--- config.mk ---
export PLATFORM = sky130hd
export DESIGN_NAME = sha256_stream_hasher_flat
export DESIGN_NICKNAME = d
export VERILOG_FILES = /design/src/rtl/s256_pkg.sv /design/src/rtl/s256_if.sv /design/src/rtl/sha256_stream_hasher.sv /design/src/rtl/s256_front.sv /design/src/rtl/s256_core.sv /design/src/flat_wrapper.sv
export SDC_FILE = /design/constraint.sdc
export NUM_CORES = 2
export LEC_CHECK = 0
export BUFFER_PORTS_ARGS = -buffer_cell sky130_fd_sc_hd__buf_4
export CAP_MARGIN = 20
export CORE_MARGIN = 4
export CORE_UTILIZATION = 50
export CTS_BUF_LIST = sky130_fd_sc_hd__clkbuf_16
export DETAILED_ROUTE_END_ITERATION = 16
export PLACE_DENSITY = 0.7
export SETUP_SLACK_MARGIN = 0.1
export SYNTH_ARGS = -nofsm -noshare
export SYNTH_HDL_FRONTEND = slang
export SYNTH_SLANG_ARGS = --single-unit
export TNS_END_PERCENT = 50
--- constraint.sdc ---
create_clock -name clk -period 19.1 [get_ports clk]
set_clock_uncertainty 0.15 [all_clocks]
set_input_delay 2.865 -clock clk [delete_from_list [all_inputs] [get_ports clk]]
set_output_delay 2.865 -clock clk [all_outputs]
set_load 0.03 [all_outputs]
--- src/rtl/s256_pkg.sv ---
// Shared types, constants and round functions of the SHA-256 hasher.
// No dependencies; used by the top level, the front end, the core and the scoreboard.
`default_nettype none

package s256_pkg;

    typedef struct packed {
        logic [7:0] data_byte;
        logic       has_byte;
        logic       end_of_message;
    } item_t;

    localparam logic [7:0]  PAD_MARK   = 8'h80;
    localparam logic [5:0]  LEN_POS    = 6'd56;
    localparam logic [63:0] BLOCK_BITS = 64'd512;

    localparam logic [31:0] INIT_H [8] = '{
        32'h6a09e667, 32'hbb67ae85, 32'h3c6ef372, 32'ha54ff53a,
        32'h510e527f, 32'h9b05688c, 32'h1f83d9ab, 32'h5be0cd19
    };

    function automatic logic [31:0] round_k(input logic [5:0] t);
        logic [31:0] k;
        unique case (t)
            6'd0:  k = 32'h428a2f98; 6'd1:  k = 32'h71374491;
            6'd2:  k = 32'hb5c0fbcf; 6'd3:  k = 32'he9b5dba5;
            6'd4:  k = 32'h3956c25b; 6'd5:  k = 32'h59f111f1;
            6'd6:  k = 32'h923f82a4; 6'd7:  k = 32'hab1c5ed5;
            6'd8:  k = 32'hd807aa98; 6'd9:  k = 32'h12835b01;
            6'd10: k = 32'h243185be; 6'd11: k = 32'h550c7dc3;
            6'd12: k = 32'h72be5d74; 6'd13: k = 32'h80deb1fe;
            6'd14: k = 32'h9bdc06a7; 6'd15: k = 32'hc19bf174;
            6'd16: k = 32'he49b69c1; 6'd17: k = 32'hefbe4786;
            6'd18: k = 32'h0fc19dc6; 6'd19: k = 32'h240ca1cc;
            6'd20: k = 32'h2de92c6f; 6'd21: k = 32'h4a7484aa;
            6'd22: k = 32'h5cb0a9dc; 6'd23: k = 32'h76f988da;
            6'd24: k = 32'h983e5152; 6'd25: k = 32'ha831c66d;
            6'd26: k = 32'hb00327c8; 6'd27: k = 32'hbf597fc7;
            6'd28: k = 32'hc6e00bf3; 6'd29: k = 32'hd5a79147;
            6'd30: k = 32'h06ca6351; 6'd31: k = 32'h14292967;
            6'd32: k = 32'h27b70a85; 6'd33: k = 32'h2e1b2138;
            6'd34: k = 32'h4d2c6dfc; 6'd35: k = 32'h53380d13;
            6'd36: k = 32'h650a7354; 6'd37: k = 32'h766a0abb;
            6'd38: k = 32'h81c2c92e; 6'd39: k = 32'h92722c85;
            6'd40: k = 32'ha2bfe8a1; 6'd41: k = 32'ha81a664b;
            6'd42: k = 32'hc24b8b70; 6'd43: k = 32'hc76c51a3;
            6'd44: k = 32'hd192e819; 6'd45: k = 32'hd6990624;
            6'd46: k = 32'hf40e3585; 6'd47: k = 32'h106aa070;
            6'd48: k = 32'h19a4c116; 6'd49: k = 32'h1e376c08;
            6'd50: k = 32'h2748774c; 6'd51: k = 32'h34b0bcb5;
            6'd52: k = 32'h391c0cb3; 6'd53: k = 32'h4ed8aa4a;
            6'd54: k = 32'h5b9cca4f; 6'd55: k = 32'h682e6ff3;
            6'd56: k = 32'h748f82ee; 6'd57: k = 32'h78a5636f;
            6'd58: k = 32'h84c87814; 6'd59: k = 32'h8cc70208;
            6'd60: k = 32'h90befffa; 6'd61: k = 32'ha4506ceb;
            6'd62: k = 32'hbef9a3f7; 6'd63: k = 32'hc67178f2;
            default: k = 32'h0;
        endcase
        return k;
    endfunction

    function automatic logic [31:0] big_sig0(input logic [31:0] x);
        return {x[1:0], x[31:2]} ^ {x[12:0], x[31:13]} ^ {x[21:0], x[31:22]};
    endfunction

    function automatic logic [31:0] big_sig1(input logic [31:0] x);
        return {x[5:0], x[31:6]} ^ {x[10:0], x[31:11]} ^ {x[24:0], x[31:25]};
    endfunction

    function automatic logic [31:0] small_sig0(input logic [31:0] x);
        return {x[6:0], x[31:7]} ^ {x[17:0], x[31:18]} ^ {3'b000, x[31:3]};
    endfunction

    function automatic logic [31:0] small_sig1(input logic [31:0] x);
        return {x[16:0], x[31:17]} ^ {x[18:0], x[31:19]} ^ {10'b0, x[31:10]};
    endfunction

endpackage

`default_nettype wire

--- src/rtl/s256_if.sv ---
// Handshake channels of the hasher: message bytes in, digest words out.
// Depends on nothing but the valid/ready convention.
`default_nettype none

interface s256_msg_if;
    logic       valid;
    logic       ready;
    logic [7:0] data_byte;
    logic       has_byte;
    logic       end_of_message;

    modport source (output valid, data_byte, has_byte, end_of_message, input ready);
    modport sink   (input valid, data_byte, has_byte, end_of_message, output ready);
endinterface

interface s256_dig_if;
    logic        valid;
    logic        ready;
    logic [31:0] digest_word;
    logic [2:0]  word_index;
    logic        last_word;

    modport source (output valid, digest_word, word_index, last_word, input ready);
    modport sink   (input valid, digest_word, word_index, last_word, output ready);
endinterface

`default_nettype wire

--- src/rtl/sha256_stream_hasher.sv ---
// Top level of the byte-serial SHA-256 hasher: request queue plus hashing core.
// Depends on s256_pkg, s256_if, s256_front and s256_core.
`default_nettype none

//  Channel   Role     Payload
//  msg       sink     data_byte[7:0], has_byte, end_of_message
//  digest    source   digest_word[31:0], word_index[2:0], last_word
//
//  The core writes each message byte that it takes into the block buffer. A
//  full block then holds the core for 64 rounds in the single round unit and
//  one chaining add. Ending a message takes a setup state, then pads each
//  byte position left in a final block (up to 64, one or two blocks), each
//  block followed by its compression, then eight words out at one per cycle
//  while the receiver is ready.
//  The front queue keeps taking requests while the core is busy until it
//  fills; reset clears all control state and loads the initial hash values.

module sha256_stream_hasher #(
    parameter int QUEUE_DEPTH = 4
) (
    input  wire logic  clk,
    input  wire logic  rst_n,
    s256_msg_if.sink   msg,
    s256_dig_if.source digest
);
    s256_pkg::item_t item;
    logic            item_valid;
    logic            item_ready;

    // Requests with neither flag set are dropped here; the rest wait in order.
    s256_front #(.QUEUE_DEPTH(QUEUE_DEPTH)) u_front (
        .clk        (clk),
        .rst_n      (rst_n),
        .msg        (msg),
        .item       (item),
        .item_valid (item_valid),
        .item_ready (item_ready)
    );

    // The core takes one queued request per cycle when it is collecting bytes.
    s256_core u_core (
        .clk        (clk),
        .rst_n      (rst_n),
        .item       (item),
        .item_valid (item_valid),
        .item_ready (item_ready),
        .dig        (digest)
    );
endmodule

`default_nettype wire

--- src/rtl/s256_front.sv ---
// Front end: accepts requests, drops empty ones, and queues the rest.
// Depends on s256_pkg and s256_msg_if.
`default_nettype none

module s256_front #(
    parameter int QUEUE_DEPTH = 4
) (
    input  wire logic          clk,
    input  wire logic          rst_n,
    s256_msg_if.sink           msg,
    output s256_pkg::item_t    item,
    output logic               item_valid,
    input  wire logic          item_ready
);
    localparam int PW = (QUEUE_DEPTH > 1) ? $clog2(QUEUE_DEPTH) : 1;
    localparam int CW = $clog2(QUEUE_DEPTH + 1);

    s256_pkg::item_t q_reg [QUEUE_DEPTH];
    logic [PW-1:0]   wr_ptr_reg, rd_ptr_reg;
    logic [CW-1:0]   count_reg;
    logic            push, pop;

    assign msg.ready  = (count_reg != CW'(QUEUE_DEPTH));
    // A request with neither flag changes nothing and is not queued.
    assign push       = msg.valid && msg.ready && (msg.has_byte || msg.end_of_message);
    assign item_valid = (count_reg != '0);
    assign pop        = item_valid && item_ready;
    assign item       = q_reg[rd_ptr_reg];

    always_ff @(posedge clk)
    begin
        if (push)
        begin
            q_reg[wr_ptr_reg] <= '{data_byte: msg.data_byte, has_byte: msg.has_byte,
                                   end_of_message: msg.end_of_message};
        end
    end

    always_ff @(posedge clk or negedge rst_n)
    begin
        if (!rst_n)
        begin
            wr_ptr_reg <= '0;
            rd_ptr_reg <= '0;
            count_reg  <= '0;
        end
        else
        begin
            if (push)
            begin
                wr_ptr_reg <= (wr_ptr_reg == PW'(QUEUE_DEPTH - 1)) ? '0 : wr_ptr_reg + 1'b1;
            end
            if (pop)
            begin
                rd_ptr_reg <= (rd_ptr_reg == PW'(QUEUE_DEPTH - 1)) ? '0 : rd_ptr_reg + 1'b1;
            end
            if (push && !pop)
            begin
                count_reg <= count_reg + 1'b1;
            end
            else if (pop && !push)
            begin
                count_reg <= count_reg - 1'b1;
            end
        end
    end
endmodule

`default_nettype wire

--- src/rtl/s256_core.sv ---
// Back end: block buffer, padding, 64-round compression and digest output.
// Depends on s256_pkg and s256_dig_if.
`default_nettype none

module s256_core (
    input  wire logic          clk,
    input  wire logic          rst_n,
    input  s256_pkg::item_t    item,
    input  wire logic          item_valid,
    output logic               item_ready,
    s256_dig_if.source         dig
);
    localparam logic [2:0] S_COLLECT = 3'd0;
    localparam logic [2:0] S_PADINIT = 3'd1;
    localparam logic [2:0] S_PAD     = 3'd2;
    localparam logic [2:0] S_ROUND   = 3'd3;
    localparam logic [2:0] S_FINAL   = 3'd4;
    localparam logic [2:0] S_EMIT    = 3'd5;

    logic [2:0]  state_reg;
    logic [6:0]  fill_reg;
    logic [63:0] bits_reg, total_reg;
    logic        two_blk_reg, first_reg, pend_end_reg, pad_mode_reg, final_reg;
    logic [5:0]  round_reg;
    logic [2:0]  idx_reg;
    logic [31:0] w_reg [16];
    logic [31:0] v_reg [8];
    logic [31:0] chain_reg [8];

    logic [31:0] t1, t2, new_w;
    logic [5:0]  pos;
    logic [7:0]  pad_byte;
    logic        len_byte;
    logic        take;

    assign item_ready = (state_reg == S_COLLECT);
    assign take       = item_valid && item_ready;
    assign pos        = fill_reg[5:0];

    // The length goes into the last eight bytes of the final block only.
    assign len_byte = !first_reg && !two_blk_reg && (pos >= s256_pkg::LEN_POS);
    assign pad_byte = first_reg ? s256_pkg::PAD_MARK : (len_byte ? total_reg[63:56] : 8'h00);

    assign t1 = v_reg[7] + s256_pkg::big_sig1(v_reg[4])
              + ((v_reg[4] & v_reg[5]) ^ (~v_reg[4] & v_reg[6]))
              + s256_pkg::round_k(round_reg) + w_reg[0];
    assign t2 = s256_pkg::big_sig0(v_reg[0])
              + ((v_reg[0] & v_reg[1]) ^ (v_reg[0] & v_reg[2]) ^ (v_reg[1] & v_reg[2]));
    assign new_w = s256_pkg::small_sig1(w_reg[14]) + w_reg[9]
                 + s256_pkg::small_sig0(w_reg[1]) + w_reg[0];

    assign dig.valid       = (state_reg == S_EMIT);
    assign dig.digest_word = chain_reg[idx_reg];
    assign dig.word_index  = idx_reg;
    assign dig.last_word   = (idx_reg == 3'd7);

    // Buffer words and working variables carry no reset.
    always_ff @(posedge clk)
    begin
        if (take && item.has_byte)
        begin
            w_reg[pos[5:2]][{~pos[1:0], 3'b000} +: 8] <= item.data_byte;
        end
        else if (state_reg == S_PAD)
        begin
            w_reg[pos[5:2]][{~pos[1:0], 3'b000} +: 8] <= pad_byte;
        end
        else if (state_reg == S_ROUND)
        begin
            for (int i = 0; i < 15; i++)
            begin
                w_reg[i] <= w_reg[i + 1];
            end
            w_reg[15] <= new_w;
        end

        if (state_reg == S_ROUND)
        begin
            v_reg[7] <= v_reg[6];
            v_reg[6] <= v_reg[5];
            v_reg[5] <= v_reg[4];
            v_reg[4] <= v_reg[3] + t1;
            v_reg[3] <= v_reg[2];
            v_reg[2] <= v_reg[1];
            v_reg[1] <= v_reg[0];
            v_reg[0] <= t1 + t2;
        end
        else
        begin
            for (int i = 0; i < 8; i++)
            begin
                v_reg[i] <= chain_reg[i];
            end
        end
    end

    always_ff @(posedge clk or negedge rst_n)
    begin
        if (!rst_n)
        begin
            state_reg    <= S_COLLECT;
            fill_reg     <= '0;
            bits_reg     <= '0;
            total_reg    <= '0;
            two_blk_reg  <= 1'b0;
            first_reg    <= 1'b0;
            pend_end_reg <= 1'b0;
            pad_mode_reg <= 1'b0;
            final_reg    <= 1'b0;
            round_reg    <= '0;
            idx_reg      <= '0;
            for (int i = 0; i < 8; i++)
            begin
                chain_reg[i] <= s256_pkg::INIT_H[i];
            end
        end
        else
        begin
            unique case (state_reg)
                S_COLLECT:
                begin
                    if (take)
                    begin
                        if (item.has_byte && pos == 6'd63)
                        begin
                            fill_reg     <= '0;
                            bits_reg     <= bits_reg + s256_pkg::BLOCK_BITS;
                            pend_end_reg <= item.end_of_message;
                            final_reg    <= 1'b0;
                            round_reg    <= '0;
                            state_reg    <= S_ROUND;
                        end
                        else
                        begin
                            if (item.has_byte)
                            begin
                                fill_reg <= fill_reg + 1'b1;
                            end
                            if (item.end_of_message)
                            begin
                                state_reg <= S_PADINIT;
                            end
                        end
                    end
                end
                S_PADINIT:
                begin
                    total_reg    <= bits_reg + {54'd0, fill_reg, 3'd0};
                    two_blk_reg  <= (pos >= s256_pkg::LEN_POS);
                    first_reg    <= 1'b1;
                    pend_end_reg <= 1'b0;
                    pad_mode_reg <= 1'b1;
                    state_reg    <= S_PAD;
                end
                S_PAD:
                begin
                    first_reg <= 1'b0;
                    if (len_byte)
                    begin
                        total_reg <= {total_reg[55:0], 8'h00};
                    end
                    if (pos == 6'd63)
                    begin
                        fill_reg    <= '0;
                        final_reg   <= !two_blk_reg;
                        two_blk_reg <= 1'b0;
                        round_reg   <= '0;
                        state_reg   <= S_ROUND;
                    end
                    else
                    begin
                        fill_reg <= fill_reg + 1'b1;
                    end
                end
                S_ROUND:
                begin
                    round_reg <= round_reg + 1'b1;
                    if (round_reg == 6'd63)
                    begin
                        state_reg <= S_FINAL;
                    end
                end
                S_FINAL:
                begin
                    for (int i = 0; i < 8; i++)
                    begin
                        chain_reg[i] <= chain_reg[i] + v_reg[i];
                    end
                    priority if (final_reg)
                    begin
                        idx_reg   <= '0;
                        state_reg <= S_EMIT;
                    end
                    else if (pad_mode_reg)
                    begin
                        state_reg <= S_PAD;
                    end
                    else if (pend_end_reg)
                    begin
                        state_reg <= S_PADINIT;
                    end
                    else
                    begin
                        state_reg <= S_COLLECT;
                    end
                end
                S_EMIT:
                begin
                    if (dig.ready)
                    begin
                        if (idx_reg == 3'd7)
                        begin
                            for (int i = 0; i < 8; i++)
                            begin
                                chain_reg[i] <= s256_pkg::INIT_H[i];
                            end
                            fill_reg     <= '0;
                            bits_reg     <= '0;
                            pad_mode_reg <= 1'b0;
                            final_reg    <= 1'b0;
                            state_reg    <= S_COLLECT;
                        end
                        else
                        begin
                            idx_reg <= idx_reg + 1'b1;
                        end
                    end
                end
                default:
                begin
                    state_reg <= S_COLLECT;
                end
            endcase
        end
    end
endmodule

`default_nettype wire

--- src/flat_wrapper.sv ---
// flat-port wrapper written by rule: the top's interface ports become plain ports
module sha256_stream_hasher_flat 
#(
    parameter int QUEUE_DEPTH = 4
)
  (clk, rst_n, msg_valid, msg_data_byte, msg_has_byte, msg_end_of_message, msg_ready, digest_valid, digest_digest_word, digest_word_index, digest_last_word, digest_ready);
  s256_msg_if msg_i ();
  s256_dig_if digest_i ();
  input  wire logic clk;
  input  wire logic rst_n;
  input wire logic [$bits(msg_i.valid)-1:0] msg_valid;
  input wire logic [$bits(msg_i.data_byte)-1:0] msg_data_byte;
  input wire logic [$bits(msg_i.has_byte)-1:0] msg_has_byte;
  input wire logic [$bits(msg_i.end_of_message)-1:0] msg_end_of_message;
  output wire logic [$bits(msg_i.ready)-1:0] msg_ready;
  output wire logic [$bits(digest_i.valid)-1:0] digest_valid;
  output wire logic [$bits(digest_i.digest_word)-1:0] digest_digest_word;
  output wire logic [$bits(digest_i.word_index)-1:0] digest_word_index;
  output wire logic [$bits(digest_i.last_word)-1:0] digest_last_word;
  input wire logic [$bits(digest_i.ready)-1:0] digest_ready;
  assign msg_i.valid = msg_valid;
  assign msg_i.data_byte = msg_data_byte;
  assign msg_i.has_byte = msg_has_byte;
  assign msg_i.end_of_message = msg_end_of_message;
  assign msg_ready = msg_i.ready;
  assign digest_valid = digest_i.valid;
  assign digest_digest_word = digest_i.digest_word;
  assign digest_word_index = digest_i.word_index;
  assign digest_last_word = digest_i.last_word;
  assign digest_i.ready = digest_ready;
  sha256_stream_hasher #(.QUEUE_DEPTH(QUEUE_DEPTH)) u_core (.clk(clk), .rst_n(rst_n), .msg(msg_i), .digest(digest_i));
endmodule
== Word-level counts from Yosys, hierarchy flattened ==
Memory sizes are Yosys's and may differ from the RTL's.
Index checks and enable logic that the tools add are counted.

* Register bits after elaboration: 415
* Latch bits: 0
* Memory bits (writable): 808
* ROM bits: 2048
* Input port bits: 14
* Output and inout bits: 38
* Word-level logic and storage cells: 290
* Memories kept: 4

* $add $sub $neg: 28
* $mul: 0
* Div/mod/pow operators: 0
* Order comparisons: 2
* Equality and inequality tests: 22
* Shifts and indexed selects: 3
* Muxes and demuxes: 114
* Bitwise gates (word level): 59
* Reductions and logical operators: 36

{| class="wikitable"
|+ Memory list
! memory !! words !! bits a word !! read ports !! clocked after memory_dff !! wr ports !! RTL line !! RTL
|-
| (name not given) || 64 || 32 || 1 || 0 || 0 || s256_pkg.sv:24 || <nowiki>unique case (t)</nowiki>
|-
| u_core.u_core.w_reg || 16 || 32 || 16 || 0 || 16 || s256_core.sv:26 || <nowiki>logic [31:0] w_reg [16];</nowiki>
|-
| u_core.u_core.v_reg || 8 || 32 || 8 || 0 || 8 || s256_core.sv:27 || <nowiki>logic [31:0] v_reg [8];</nowiki>
|-
| u_core.u_front.q_reg || 4 || 10 || 1 || 0 || 1 || s256_front.sv:18 || <nowiki>s256_pkg::item_t q_reg [QUEUE_DEPTH];</nowiki>
|}

{| class="wikitable"
|+ Operators by type and width
! operator !! count
|-
| $add 32x32->32 || 18
|-
| $mux 256 || 2
|-
| $pmux 256 s2 || 1
|-
| $mux 32 || 14
|-
| $mux 64 || 5
|-
| $xor 32x32->32 || 9
|-
| $pmux 64 s2 || 2
|-
| $and 32x32->32 || 5
|-
| $bmux 32 s3 || 1
|-
| $add 64x10->64 || 1
|-
| $add 64x10->64 const B || 1
|-
| $shiftx 8x7->32 || 2
|-
| $mux 1 || 52
|-
| $mux 7 || 6
|-
| $or 1x1->1 || 40
|-
| $mux 3 || 13
|-
| $not 32->32 || 1
|-
| $reduce_or 32->1 || 1
|-
| $shift 8x7->32 const A || 1
|-
| $xor 32x22->32 || 1
|-
| $xor 32x29->32 || 1
|-
| $pmux 7 s3 || 1
|-
| $mux 6 || 3
|-
| $pmux 3 s6 || 1
|-
| other kinds (36) || 82
|}

== Logic depth before layout (Yosys ltp) ==
An unclocked memory read counts as a cell.

* Word-level depth: 9
* Mapped depth: 42
* Gate-level depth less buffers: 40

== Cells and area by module ==
A second synthesis with hierarchy kept.

* Cells, all modules: 7877
* Area total of the unflattened synthesis: 76629.7 um^2

{| class="wikitable"
|+ By module, submodules not included
! module !! times used !! cells an instance !! area an instance (um^2) !! sequential area each (um^2)
|-
| s256_core || 1 || 7787 || 74735.4 || 30604.4
|-
| s256_front || 1 || 90 || 1894.3 || 1376.3
|}

== Worst setup path before layout ==
OpenSTA, ideal clock, no wires.

* Path kind: register to register
* Start: reg u_core.u_core.round_reg[0]
* End: mem u_core.u_core.v_reg[0][30]
* Setup time: 0.128 ns
* Arrival time: 8.799 ns
* Required time: 18.822 ns
* Slack: 10.023 ns
* Cell stages (with the launch flop): 38
* Period minus slack after synthesis: 9.077 ns
* Cells stage by stage: dfrtp_1 -> clkbuf_1 -> inv_1 -> ha_1 -> clkbuf_1 -> and2_1 -> nor2_1 -> nand2_1 -> o21a_1 -> mux4_2 -> fa_1 -> inv_1 -> fa_1 -> fa_1 -> inv_1 -> ha_1 -> fa_1 -> a211o_1 -> [2 not listed] -> o31ai_1 -> nor2b_1 -> o21bai_1 -> a21oi_1 -> xnor2_1 -> fa_1 -> ha_1 -> and3_1 -> and4_1 -> and3_1 -> a21oi_1 -> o31ai_1 -> a221oi_2 -> nor2b_1 -> or4_1 -> a31oi_1 -> xor2_1 -> o21ai_0

{| class="wikitable"
|+ RTL lines
! item !! RTL line !! RTL
|-
| start: declaration || s256_core.sv:24 || <nowiki>logic [5:0] round_reg;</nowiki>
|-
| start signal: assignment || s256_core.sv:177 || <nowiki>round_reg <= round_reg + 1'b1;</nowiki>
|-
| end: declaration || s256_core.sv:27 ||
|}

==> impl_metrics.csv <==
group,metric,value,unit
hold_path,hold_path.class,"flip-flop to flip-flop",
detailed_routing,wl_per_cell,24.9,um
clocking,post-cts-setup-buffers,0,
yosys,synth_cells,7787,
yosys,ys_ff_latch,1212,
power,seqPwrFrac,50.6,%
detailed_routing,wirelength,245000,um
final_layout,nets,8298,
yosys,syn-cell-area,0.0761,mm2
setup_path,cp.required,19.59,ns
global_route,antenna_found_initial,7,
power,p_sw,1.20,mW
sta,min_period_over_period,57.6,%
yosys,synth_cell_types,92,
power,clkPwrFrac,48.0,%
final_layout,largest_reg_flops,512,
sta,worst_slew_pin_slew,1.11,ns
clocking,cts_buffers,138,
yosys,synth_top_family_by_area,"compound AO/OA/AOI/OAI gates",
run,max-cap-violations,0,
detailed_routing,detail-route-antenna-nets,0,
final_layout,design_area,0.0829,mm2
detailed_routing,drtIter0Drc,6063,
setup_path,cp-start-kind,"flip-flop",
sta,rsz0062_at_grt,"no",
sta,hold_viol,0,
yosys,synth-xor-area-share,7.69,%
clocking,cts_root_buf,"clkbuf_16",
clocking,cts_tree,"done",
sta,totalNegativeSetupSlack,0,ns
setup_path,path_common_cell,"fa_1",
sta,setup_viol,0,
setup_path,crit_arrival,11.50,ns
clocking,holdBufCountCts,0,
setup_path,crit_fanout,20,
sta,clock.fmax,0.0909,GHz
clocking,insertion_delay,0.80,ns
global_route,grtUsageTotal,30.6,%
setup_path,path_class,"flip-flop to flip-flop",
placed_design,hpwl,180000,um
final_layout,final_cell_mix,"1,078 x nand2_1, 674 x a21o_1, 604 x o21ai_0",
yosys,muxShareOfSynthArea,3.32,%
sta,drv_slew,0,
clocking,cts_buffer_depth,3,
yosys,yosys.area_share.simple,12.5,%
final_layout,fillCellCount,13200,
final_layout,drive_gt1_share,9.40,%
setup_path,slowest_stage,"dfrtp_1",
die,num_rows,142,
clocking,htree_levels,4,
final_layout,utilization,55.1,%
yosys,yosysWarningCount,0,
setup_path,max_stage_delay,0.81,ns
detailed_routing,vias,60000,
outcome,status,"finished, final reports clean",
detailed_routing,drt-vias-per-instance,6.11,
die,chipWidth,398,um
yosys,synth_flop_cell,"edfxtp_1",
power,ir_drop,0.0000924,V
sta,relSlewSlack,26.2,%
die,die_h,398,um
setup_path,worstSetupEndpointType,"flip-flop",
placed_design,place_area,0.0784,mm2
sta,period_needed,11.01,ns
die,dieArea,0.158,mm2
final_layout,seqCellArea,0.0320,mm2
clocking,cts-resized-gates,0,
die,io_pins,52,
detailed_routing,remaining_drc_errors,0,
global_route,grt_pass1_vias,58900,
power,p_comb_share,1.3,%
final_layout,multi_input_area,0.0416,mm2
power,netSwitchingFraction,22.3,%
power,p_int,4.20,mW
yosys,synth_async_sr_flop_share,33.3,%
die,initial_core_util,50.6,%
power,p_per_area,65.1,mW/mm2
final_layout,final_common_cell,"nand2_1",
global_route,grt_max_degree,233,
power,leakagePower,36.4,nW
global_route,grt-ovfl-total,0,
yosys,synth_fa_ha_area_share,12.2,%
yosys,synth_seq_area_share,42.0,%
sta,holdWs,0.308,ns
yosys,synth_area_per_cell,9.77,um2
placed_design,io_buffers,51,
power,finalPower,5.40,mW
yosys,synth_edf_count,552,
clocking,clkTransAtPathRegs,0.06,ns
global_route,grt_pass1_wl,370000,um
yosys,syn-num-nets,8403,
placed_design,gp_congestion,0.971,
detailed_routing,firstDrtPassIters,6,
die,core,0.150,mm2
yosys,synth_compound_area_share,18.8,%
clocking,cts.sinks,1212,
final_layout,area_delta_synth_final,9.02,%
routing by layer:
| metal | global-route usage (%) | up-vias | share of wire [%] | wire [um] |
|---|---|---|---|---|
| met5 | 0 | - | 0.031 | 75 |
| met3 | 4.81 | 633 | 6.6 | 16200 |
| met4 | 15.4 | 10 | 5.8 | 14300 |
| met1 | 39.5 | 29600 | 40 | 98300 |
| li1 | - | 27400 | - | - |
| met2 | 50.3 | 2326 | 47 | 116000 |
worst paths after layout:
kind | from | end | slack [ns] | cells after the start
worst max register to register | u_core.u_core.round_reg[1] | u_core.u_core.v_reg[0][29] | 8.09 | 37
min in group asynchronous | rst_n | u_core.u_core.chain_reg[200] | 1.93 | 1
worst max-delay path | u_core.u_core.round_reg[1] | u_core.u_core.v_reg[0][29] | 8.09 | 37
worst min-delay path | u_core.u_core.v_reg[0][82] | u_core.u_core.v_reg[0][114] | 0.31 | 2
max in group asynchronous | rst_n | u_core.u_core.chain_reg[123] | 14.64 | 3
worst min register to register | u_core.u_core.v_reg[0][82] | u_core.u_core.v_reg[0][114] | 0.31 | 2
cell type report:
cell class                      instances  area share [%]
Antenna cell                            9          0.0272
Inverter                              241            1.10
Multi-Input combinational cell       5888            50.2
Timing Repair Buffer                  201            1.82
Sequential cell                      1212            38.6
Tap cell                             2016            3.04
Clock inverter                        114            1.06
Clock buffer                          140            4.22
kinds of logic (layout without fill, tap and decap cells):
logic type      Yosys count  count (layout)
compound gates         2276            2276
other cells               0               9
xor+xnor                668             668
simple gates           2163            2163
mux                     149             149
fa+ha+maj               632             632
flops                  1212            1212
buf+inv                 687             696
metrics by stage:
step,instances,setup slack [ns]
2_1_floorplan,7787,10.02
3_3_place_gp,9513,8.28
3_5_place_dp,9526,8.24
4_1_cts,9780,8.19
5_1_grt,9812,7.51
6_report,9821,8.09
cells in the mapped netlist, drive strengths merged, types with 77 or more instances:
library cell	number	area (um2)
dfrtp	268	6710
fa	196	3920
nor3	128	641
mux4	77	1730
dfxtp	256	5120
inv	240	901
clkbuf	401	1510
dfstp	136	3570
a21oi	567	2850
nand2	1081	4070
o21ai	612	3070
nand3	179	908
edfxtp	552	16600
nor2	437	1660
a21o	674	5060
ha	406	5080
xor2	231	2020
xnor2	437	3830
critical path, delay by kind of cell (launching register included):
kind / cells / cell delay, ns
AND/OR/NAND/NOR: 10 / 2.14
multiplexers: 1 / 0.50
XOR/XNOR: 2 / 0.36
flip-flops: 1 / 0.81
adder cells (fa/ha/maj): 8 / 3.62
AO/OA/AOI/OAI: 13 / 2.77
buffers and inverters: 3 / 0.49
power by group through the flow:
| stage | clock (mW) | sequential (mW) | combinational (mW) |
|---|---|---|---|
| 4_1_cts | 2.63 | 2.73 | 0.0736 |
| 3_3_place_gp | 0 | 2.79 | 0.0712 |
| 2_1_floorplan | 0 | 2.78 | 0.0349 |
| 6_report | 2.59 | 2.73 | 0.0720 |
| 5_1_grt | 2.74 | 2.73 | 0.0820 |
| 3_5_place_dp | 0 | 2.79 | 0.0737 |
Note: power is estimated with default switching activity, not from simulation.
